**config.mk**
```make
export PLATFORM = sky130hd
export DESIGN_NAME = joystick_to_differential_drive_flat
export DESIGN_NICKNAME = d
export VERILOG_FILES = /design/src/rtl/jdd_pkg.sv /design/src/rtl/jdd_stick_if.sv /design/src/rtl/jdd_drive_if.sv /design/src/rtl/jdd_axis_map.sv /design/src/rtl/joystick_to_differential_drive.sv /design/src/flat_wrapper.sv
export VERILOG_INCLUDE_DIRS = /design/src /design/src/rtl
export SDC_FILE = /design/constraint.sdc
export NUM_CORES = 1
export LEC_CHECK = 0
export ABC_AREA = 1
export BUFFER_PORTS_ARGS = -buffer_cell sky130_fd_sc_hd__buf_4
export CAP_MARGIN = 10
export CORE_UTILIZATION = 60
export CTS_CLUSTER_SIZE = 8
export DETAILED_ROUTE_END_ITERATION = 6
export PLACE_DENSITY = 0.76
export SYNTH_ARGS = -nofsm -noshare
export SYNTH_HDL_FRONTEND = slang
export SYNTH_SLANG_ARGS = --single-unit
```
**constraint.sdc**
```tcl
create_clock -name clk -period 16.3 [get_ports clk]
set_input_delay 2.445 -clock clk [delete_from_list [all_inputs] [get_ports clk]]
set_output_delay 2.445 -clock clk [all_outputs]
set_load 0.01 [all_outputs]
```
**src/rtl/joystick_to_differential_drive_defines.svh**
```systemverilog
// Assertion macros used by the RTL.
`ifndef JOYSTICK_TO_DIFFERENTIAL_DRIVE_DEFINES_SVH
`define JOYSTICK_TO_DIFFERENTIAL_DRIVE_DEFINES_SVH

`ifndef SYNTHESIS
// prop must hold at every clock edge outside reset
`define JDD_ASSERT(label, clk, rst_n, prop, msg) \
	label: assert property (@(posedge clk) disable iff (!rst_n) prop) else $error(msg);
// cond must never be seen outside reset
`define JDD_ASSERT_NEVER(label, clk, rst_n, cond, msg) \
	label: assert property (@(posedge clk) disable iff (!rst_n) !(cond)) else $error(msg);
`else
`define JDD_ASSERT(label, clk, rst_n, prop, msg)
`define JDD_ASSERT_NEVER(label, clk, rst_n, cond, msg)
`endif

`endif

```
**src/rtl/jdd_pkg.sv**
```systemverilog
`timescale 1ns / 1ps

package jdd_pkg;

	localparam int DUTY_W = 15;
	localparam int DEAD_W = 7;
	localparam int BYTE_W = 8;

	localparam logic [BYTE_W-1:0] CENTRE     = 8'd127;
	localparam logic [DUTY_W-1:0] SPIN_SPEED = 15'd400;
	localparam int                BIT_SPIN_RIGHT = 1;
	localparam int                BIT_SPIN_LEFT  = 2;

	localparam logic [DUTY_W-1:0] MAX_DUTY_RST  = 15'd1000;
	localparam logic [DUTY_W-1:0] MIN_DUTY_RST  = 15'd100;
	localparam logic [DEAD_W-1:0] DEAD_BAND_RST = 7'd10;

	typedef enum logic [1:0] {
		DIR_STOP = 2'd0,
		DIR_FWD  = 2'd1,
		DIR_BACK = 2'd2
	} dir_t;

	typedef enum logic [1:0] {
		CFG_MAX_DUTY  = 2'd0,
		CFG_MIN_DUTY  = 2'd1,
		CFG_DEAD_BAND = 2'd2
	} cfg_idx_t;

	// signed speed as sign and magnitude
	typedef struct packed {
		logic              neg;
		logic [DUTY_W-1:0] mag;
	} sm_t;

	typedef struct packed {
		logic [BYTE_W-1:0] stick_side;
		logic [BYTE_W-1:0] stick_fore;
		logic [BYTE_W-1:0] button_bits;
	} stick_t;

	typedef struct packed {
		dir_t              left_dir;
		logic [DUTY_W-1:0] left_duty;
		dir_t              right_dir;
		logic [DUTY_W-1:0] right_duty;
	} drive_t;

endpackage

```
**src/rtl/jdd_stick_if.sv**
```systemverilog
`timescale 1ns / 1ps

interface jdd_stick_if import jdd_pkg::*; ();
	logic   valid;
	logic   ready;
	stick_t data;

	modport source (output valid, output data, input ready);
	modport sink (input valid, input data, output ready);
endinterface

```
**src/rtl/jdd_drive_if.sv**
```systemverilog
`timescale 1ns / 1ps

interface jdd_drive_if import jdd_pkg::*; ();
	logic   valid;
	logic   ready;
	drive_t data;

	modport source (output valid, output data, input ready);
	modport sink (input valid, input data, output ready);
endinterface

```
**src/rtl/jdd_axis_map.sv**
```systemverilog
`timescale 1ns / 1ps

module jdd_axis_map import jdd_pkg::*; (
	input  logic [BYTE_W-1:0] raw,
	input  logic [DUTY_W-1:0] max_duty,
	input  logic [DEAD_W-1:0] dead_band,
	output sm_t               axis
);

	logic                     above;
	logic                     below;
	logic [BYTE_W-1:0]        delta;
	logic [DUTY_W+BYTE_W-1:0] prod;

	// thresholds compared at 9 bits so 127 +/- dead_band never wraps
	assign above = {1'b0, raw} > ({1'b0, CENTRE} + {2'b00, dead_band});
	assign below = ({1'b0, raw} + {2'b00, dead_band}) < {1'b0, CENTRE};

	always_comb begin
		if (above) begin
			delta = raw - CENTRE;
		end else if (below) begin
			delta = CENTRE - raw;
		end else begin
			delta = '0;
		end
	end

	// delta <= 128, so prod / 128 never exceeds max_duty
	assign prod = {{DUTY_W{1'b0}}, delta} * {{BYTE_W{1'b0}}, max_duty};

	assign axis.neg = below;
	assign axis.mag = prod[DUTY_W+6:7];

endmodule

```
**src/rtl/joystick_to_differential_drive.sv**
```systemverilog
`timescale 1ns / 1ps
// channel  | role   | payload
// ---------+--------+-----------------------------------------------
// stick    | sink   | stick_side, stick_fore, button_bits
// motor    | source | left_dir, left_duty, right_dir, right_duty
// wr_*     | write  | max_duty (0), min_duty (1), dead_band (2)
//
// One item per cycle while motor.ready is high (input register, then
// result register, one multiply per axis between).
// arst_n clears the valid bits and loads the register defaults.
// A stalled result holds; the input stage keeps taking items until both
// stages are full.

`include "joystick_to_differential_drive_defines.svh"

module joystick_to_differential_drive import jdd_pkg::*; (
	input  logic              clk,
	input  logic              arst_n,
	jdd_stick_if.sink         stick,
	jdd_drive_if.source       motor,
	input  logic              wr_en,
	input  logic [1:0]        wr_idx,
	input  logic [DUTY_W-1:0] wr_data
);

	logic [DUTY_W-1:0] max_duty_q;
	logic [DUTY_W-1:0] min_duty_q;
	logic [DEAD_W-1:0] dead_band_q;

	logic   s1_valid_q;
	stick_t stick_s1;
	logic   s2_valid_q;
	drive_t res_s2;

	logic   adv_s2;
	sm_t    side_ax;
	sm_t    fore_ax;
	sm_t    left_v;
	sm_t    right_v;
	logic [DUTY_W-1:0] spin_spd;
	logic [DUTY_W-1:0] diag_spd;
	drive_t res_d;
	logic   left_agree;
	logic   right_agree;

	function automatic logic [DUTY_W-1:0] clamp_speed(
		input logic [DUTY_W-1:0] s,
		input logic [DUTY_W-1:0] mx,
		input logic [DUTY_W-1:0] mn
	);
		logic [DUTY_W-1:0] t;
		t = (s > mx) ? mx : s;
		return (t < mn) ? mn : t;
	endfunction

	// ---- configuration
	always_ff @(posedge clk or negedge arst_n) begin
		if (!arst_n) begin
			max_duty_q  <= MAX_DUTY_RST;
			min_duty_q  <= MIN_DUTY_RST;
			dead_band_q <= DEAD_BAND_RST;
		end else if (wr_en) begin
			case (wr_idx)
				CFG_MAX_DUTY:  max_duty_q  <= wr_data;
				CFG_MIN_DUTY:  min_duty_q  <= wr_data;
				CFG_DEAD_BAND: dead_band_q <= wr_data[DEAD_W-1:0];
				default:       ;
			endcase
		end
	end

	// ---- handshake
	assign adv_s2      = s1_valid_q && (!s2_valid_q || motor.ready);
	assign stick.ready = !s1_valid_q || !s2_valid_q || motor.ready;
	assign motor.valid = s2_valid_q;
	assign motor.data  = res_s2;

	always_ff @(posedge clk or negedge arst_n) begin
		if (!arst_n) begin
			s1_valid_q <= 1'b0;
			s2_valid_q <= 1'b0;
		end else begin
			if (stick.valid && stick.ready) begin
				s1_valid_q <= 1'b1;
			end else if (adv_s2) begin
				s1_valid_q <= 1'b0;
			end
			if (adv_s2) begin
				s2_valid_q <= 1'b1;
			end else if (motor.ready) begin
				s2_valid_q <= 1'b0;
			end
		end
	end

	always_ff @(posedge clk) begin
		if (stick.valid && stick.ready) begin
			stick_s1 <= stick.data;
		end
		if (adv_s2) begin
			res_s2 <= res_d;
		end
	end

	// ---- mapping
	jdd_axis_map u_side (
		.raw       (stick_s1.stick_side),
		.max_duty  (max_duty_q),
		.dead_band (dead_band_q),
		.axis      (side_ax)
	);

	jdd_axis_map u_fore (
		.raw       (stick_s1.stick_fore),
		.max_duty  (max_duty_q),
		.dead_band (dead_band_q),
		.axis      (fore_ax)
	);

	assign spin_spd = clamp_speed(SPIN_SPEED, max_duty_q, min_duty_q);
	assign diag_spd = clamp_speed(side_ax.mag, max_duty_q, min_duty_q);

	always_comb begin
		left_v  = '0;
		right_v = '0;
		if (stick_s1.button_bits[BIT_SPIN_LEFT]) begin
			left_v  = '{neg: 1'b1, mag: spin_spd};
			right_v = '{neg: 1'b0, mag: spin_spd};
		end else if (stick_s1.button_bits[BIT_SPIN_RIGHT]) begin
			left_v  = '{neg: 1'b0, mag: spin_spd};
			right_v = '{neg: 1'b1, mag: spin_spd};
		end else if (fore_ax.mag == '0 && side_ax.mag == '0) begin
			left_v  = '0;
			right_v = '0;
		end else if (fore_ax.mag > side_ax.mag) begin
			// fore axis is inverted: stick up means forward
			left_v  = '{neg: !fore_ax.neg, mag: fore_ax.mag};
			right_v = '{neg: !fore_ax.neg, mag: fore_ax.mag};
		end else if (!side_ax.neg && side_ax.mag != '0) begin
			left_v  = '{neg: 1'b0, mag: diag_spd};
			right_v = '{neg: 1'b0, mag: diag_spd >> 1};
		end else begin
			left_v  = '{neg: 1'b0, mag: diag_spd >> 1};
			right_v = '{neg: 1'b0, mag: diag_spd};
		end
	end

	// a side runs only when its speed is strictly above min_duty
	always_comb begin
		res_d = '0;
		if (left_v.mag > min_duty_q) begin
			res_d.left_dir  = left_v.neg ? DIR_BACK : DIR_FWD;
			res_d.left_duty = left_v.mag;
		end else begin
			res_d.left_dir  = DIR_STOP;
			res_d.left_duty = '0;
		end
		if (right_v.mag > min_duty_q) begin
			res_d.right_dir  = right_v.neg ? DIR_BACK : DIR_FWD;
			res_d.right_duty = right_v.mag;
		end else begin
			res_d.right_dir  = DIR_STOP;
			res_d.right_duty = '0;
		end
	end

	// ---- checks
	assign left_agree  = (motor.data.left_dir == DIR_STOP) == (motor.data.left_duty == '0);
	assign right_agree = (motor.data.right_dir == DIR_STOP) == (motor.data.right_duty == '0);

	`JDD_ASSERT(a_left_stop_zero, clk, arst_n, motor.valid |-> left_agree, "left stop mismatch")
	`JDD_ASSERT(a_right_stop_zero, clk, arst_n, motor.valid |-> right_agree, "right stop mismatch")
	`JDD_ASSERT(a_take_when_free, clk, arst_n, !s2_valid_q |-> stick.ready, "input refused")
	`JDD_ASSERT_NEVER(a_no_drop, clk, arst_n, s2_valid_q && !motor.ready && adv_s2, "result lost")

endmodule
```
**src/flat_wrapper.sv**
```systemverilog
// flat-port wrapper written by rule: the top's interface ports become plain ports
module joystick_to_differential_drive_flat import jdd_pkg::*;
  (clk, arst_n, wr_en, wr_idx, wr_data, stick_valid, stick_data, stick_ready, motor_valid, motor_data, motor_ready);
  jdd_stick_if stick_i ();
  jdd_drive_if motor_i ();
  input  logic clk;
  input  logic arst_n;
  input  logic wr_en;
  input  logic [1:0] wr_idx;
  input  logic [DUTY_W-1:0] wr_data;
  input wire logic [$bits(stick_i.valid)-1:0] stick_valid;
  input wire logic [$bits(stick_i.data)-1:0] stick_data;
  output wire logic [$bits(stick_i.ready)-1:0] stick_ready;
  output wire logic [$bits(motor_i.valid)-1:0] motor_valid;
  output wire logic [$bits(motor_i.data)-1:0] motor_data;
  input wire logic [$bits(motor_i.ready)-1:0] motor_ready;
  assign stick_i.valid = stick_valid;
  assign stick_i.data = stick_data;
  assign stick_ready = stick_i.ready;
  assign motor_valid = motor_i.valid;
  assign motor_data = motor_i.data;
  assign motor_i.ready = motor_ready;
  joystick_to_differential_drive u_core (.clk(clk), .arst_n(arst_n), .stick(stick_i), .motor(motor_i), .wr_en(wr_en), .wr_idx(wr_idx), .wr_data(wr_data));
endmodule
```
==> flow_summary.ini <==
[outcome]
outcome = complete, no violations

[sta]
tns_ns = 0
rsz0062_at_grt = false
fmax_ghz = 0.0738
finClkSkew_ns = 0.0152
setup_viol = 0
hold_viol_final = 0
fin_crit_ns = 13.54
maxSlewViolCount = 0
worst_pin_slew_ns = 1.12
relSlewSlack_pct = 25.0
post-route-period-util_pct = 83.1

[setup_path]
cp.required_ns = 16.42
crit_buf_inv = 13
cp-start-kind = register
worstSetupPathType = register to register
critPathMaxFanout = 17
path_common_cell = nand2_1
reg2reg_slack_ns = 2.76
crit_arrival_ns = 13.66
r2r_end = u_core.motor.data[16]
worst_path_max_delay_cell = dfstp_2
end_kind = register
r2r_cells = 69
r2r-start = u_core.dead_band_q[1]
cpPeakStageDelay_ns = 0.63
worst_path_dominant_cell_family = adder cells

[grt]
grt_pass1_vias = 14600
grt-ovfl-total = 0
grt_max_degree = 40
grt_use_total_pct = 35.5
grt_pass1_wl_um = 73700
antenna_found_initial = 1

[floorplanning]
num_rows = 59
die_h_um = 165
fp.dieW_um = 165
die_area_um2 = 27200
core-area_um2 = 26100
ios = 82
start_util_pct = 61.0

[final_layout]
n_antenna_cell = 0
nets = 2657
stdcell_count = 2606
drive_gt1_share_pct = 8.01
syn2layout_area_growth_pct = 7.43

[synth]
synth-compound-area-share_pct = 8.39
synth_enable_flop_cells = 52
yosysTopAreaCellShare_pct = 19.4
async_reset_ff_share_pct = 42.9
avgSynthCellArea_um2 = 7.16
synthDistinctLibCells = 54
synth_flop_cell = edfxtp_1
synthCells = 2222
synth_mux_area_share_pct = 0
yosysSeqAreaShare_pct = 16.0
synthAdderAreaFrac_pct = 34.4
syn_area_um2 = 15900
synth_area_leaders = fa_1 (19%), ha_1 (15%), nand2_1 (13%), edfxtp_1 (9.8%), inv_1 (9.2%)
synth_top_family_by_area = adder cells
synth_top_area_cell = fa_1
synth-simple-area-share_pct = 28.5
ys_warn_count = 0
synth-xor-area-share_pct = 1.63
ys_ff_latch = 91

[routing]
routed_wl_um = 45500
ant_nets = 0
drt_iter0_drc = 1120
num_vias = 14800
drc = 0
vias_per_cell = 5.68
drtPass1Iterations = 5
wire_per_inst_um = 17.5

[cts]
cts_made_buffers = 9
clock_path_buffers = 2
root_buffer = clkbuf_16
ctsResizeCount = 0
insertion_delay_ns = 0.37
post_cts_buffers = 0
cts_max_level = 3
cts.sinks = 91
cts-hold-fix-buffers = 0
path_clk_slew_ns = 0.08
cts_tree = done

[place]
portBuffers = 75
place_congestion = 0.967
dp.final_hpwl_um = 36900
post-place-cells = 2590

[min_path]
hold_path.class = register to register
holdPathStages = 2
min-delay-start = u_core.s1_valid_q
min_to = u_core.motor.valid

[flow_run]
maxCapViolCount = 0
==> cell usage after synthesis (all sizes together) (18+ instances only) <==
master  instances
o21ai         102
nor2          276
edfxtp         52
dfrtp          28
inv           390
nand3         153
a21oi         103
nand2         563
ha            191
nand4          22
fa            154
nor3           19
clkbuf         56
xor2           18
==> layout make-up <==
class	count	area, um2
multi-input cells	1677	11600
fillers	2330	8970
flip-flops and latches	91	2550
inverters	396	1490
repair buffers	91	683
well taps	335	419
clock buffers	9	225
clock inverters	7	76.3
==> state kept, by name, summed over array words and instances (netlist names) <==
name and flops:
u_core.dead_band_q 7, u_core.max_duty_q 15, u_core.min_duty_q 15, u_core.motor.data 34, u_core.motor.valid 1, u_core.s1_valid_q 1, u_core.stick_s1 18
==> metrics by stage <==
stage	setup WS [ns]	instance area [um2]	hold slack (ns)	utilization, %
floorplan	4.67	15900	0.433	-
global placement	3.27	16800	0.472	64.4
detailed placement	3.14	16800	0.482	64.4
CTS	3.10	17100	0.500	65.6
global route	1.74	17100	0.515	65.6
finish	2.76	17100	0.493	65.6
==> worst max-delay path by stage <==
stage	start	to	slack, ns	cells after the start
after floorplan	u_core.dead_band_q[1]	u_core.motor.data[0]	4.67	74
after global placement	u_core.dead_band_q[1]	u_core.motor.data[2]	3.27	69
final	u_core.dead_band_q[1]	u_core.motor.data[16]	2.76	69
after detailed placement	u_core.dead_band_q[1]	u_core.motor.data[16]	3.14	69
after CTS	u_core.dead_band_q[0]	u_core.motor.data[5]	3.10	66
after global routing	u_core.dead_band_q[1]	u_core.motor.data[5]	1.74	69
==> tightest hold or removal path, stage by stage (launching register included) <==
cell and delay (ns):
dfrtp_1 0.33, inv_1 0.07, nand2_1 0.07
==> cell usage in the layout, fill, tap and decap left out, types with 4 or more instances in the layout <==
cell / n
inv_1: 390
clkinv_1: 6
nand3_2: 8
nor2_2: 8
nand3b_1: 9
o21ai_0: 97
conb_1: 6
dfrtp_1: 28
nor2_1: 265
a21o_1: 4
edfxtp_1: 52
nor3_1: 18
a211oi_1: 4
nand2_4: 8
nand2_2: 20
clkbuf_16: 9
nand2_1: 535
a31oi_1: 4
nand4_1: 22
nor4_1: 8
fa_1: 154
ha_1: 191
nand3_1: 145
o21bai_1: 4
buf_4: 91
xnor2_1: 9
a21oi_1: 100
dfstp_2: 11
xor2_1: 15
==> cell families after synthesis <==
group                      after synthesis
other                                    1
buffers and inverters                  459
xor gates and xnor gates                27
AOI/OAI and AO/OA                      241
adders and majority gates              345
DFF                                     91
and+or+nand+nor                       1058
==> metal layers <==
metal	global-route usage, %	routed length [um]	part of all wire, %
met5	0	11	0.024
met4	12.3	1500	3.3
met3	6.53	3990	8.8
met2	57.4	20400	45
met1	47.5	19600	43
Power is left out: the tool's default activity adds up to more than one toggle a clock period on the data nets, which glitch-free logic cannot reach.
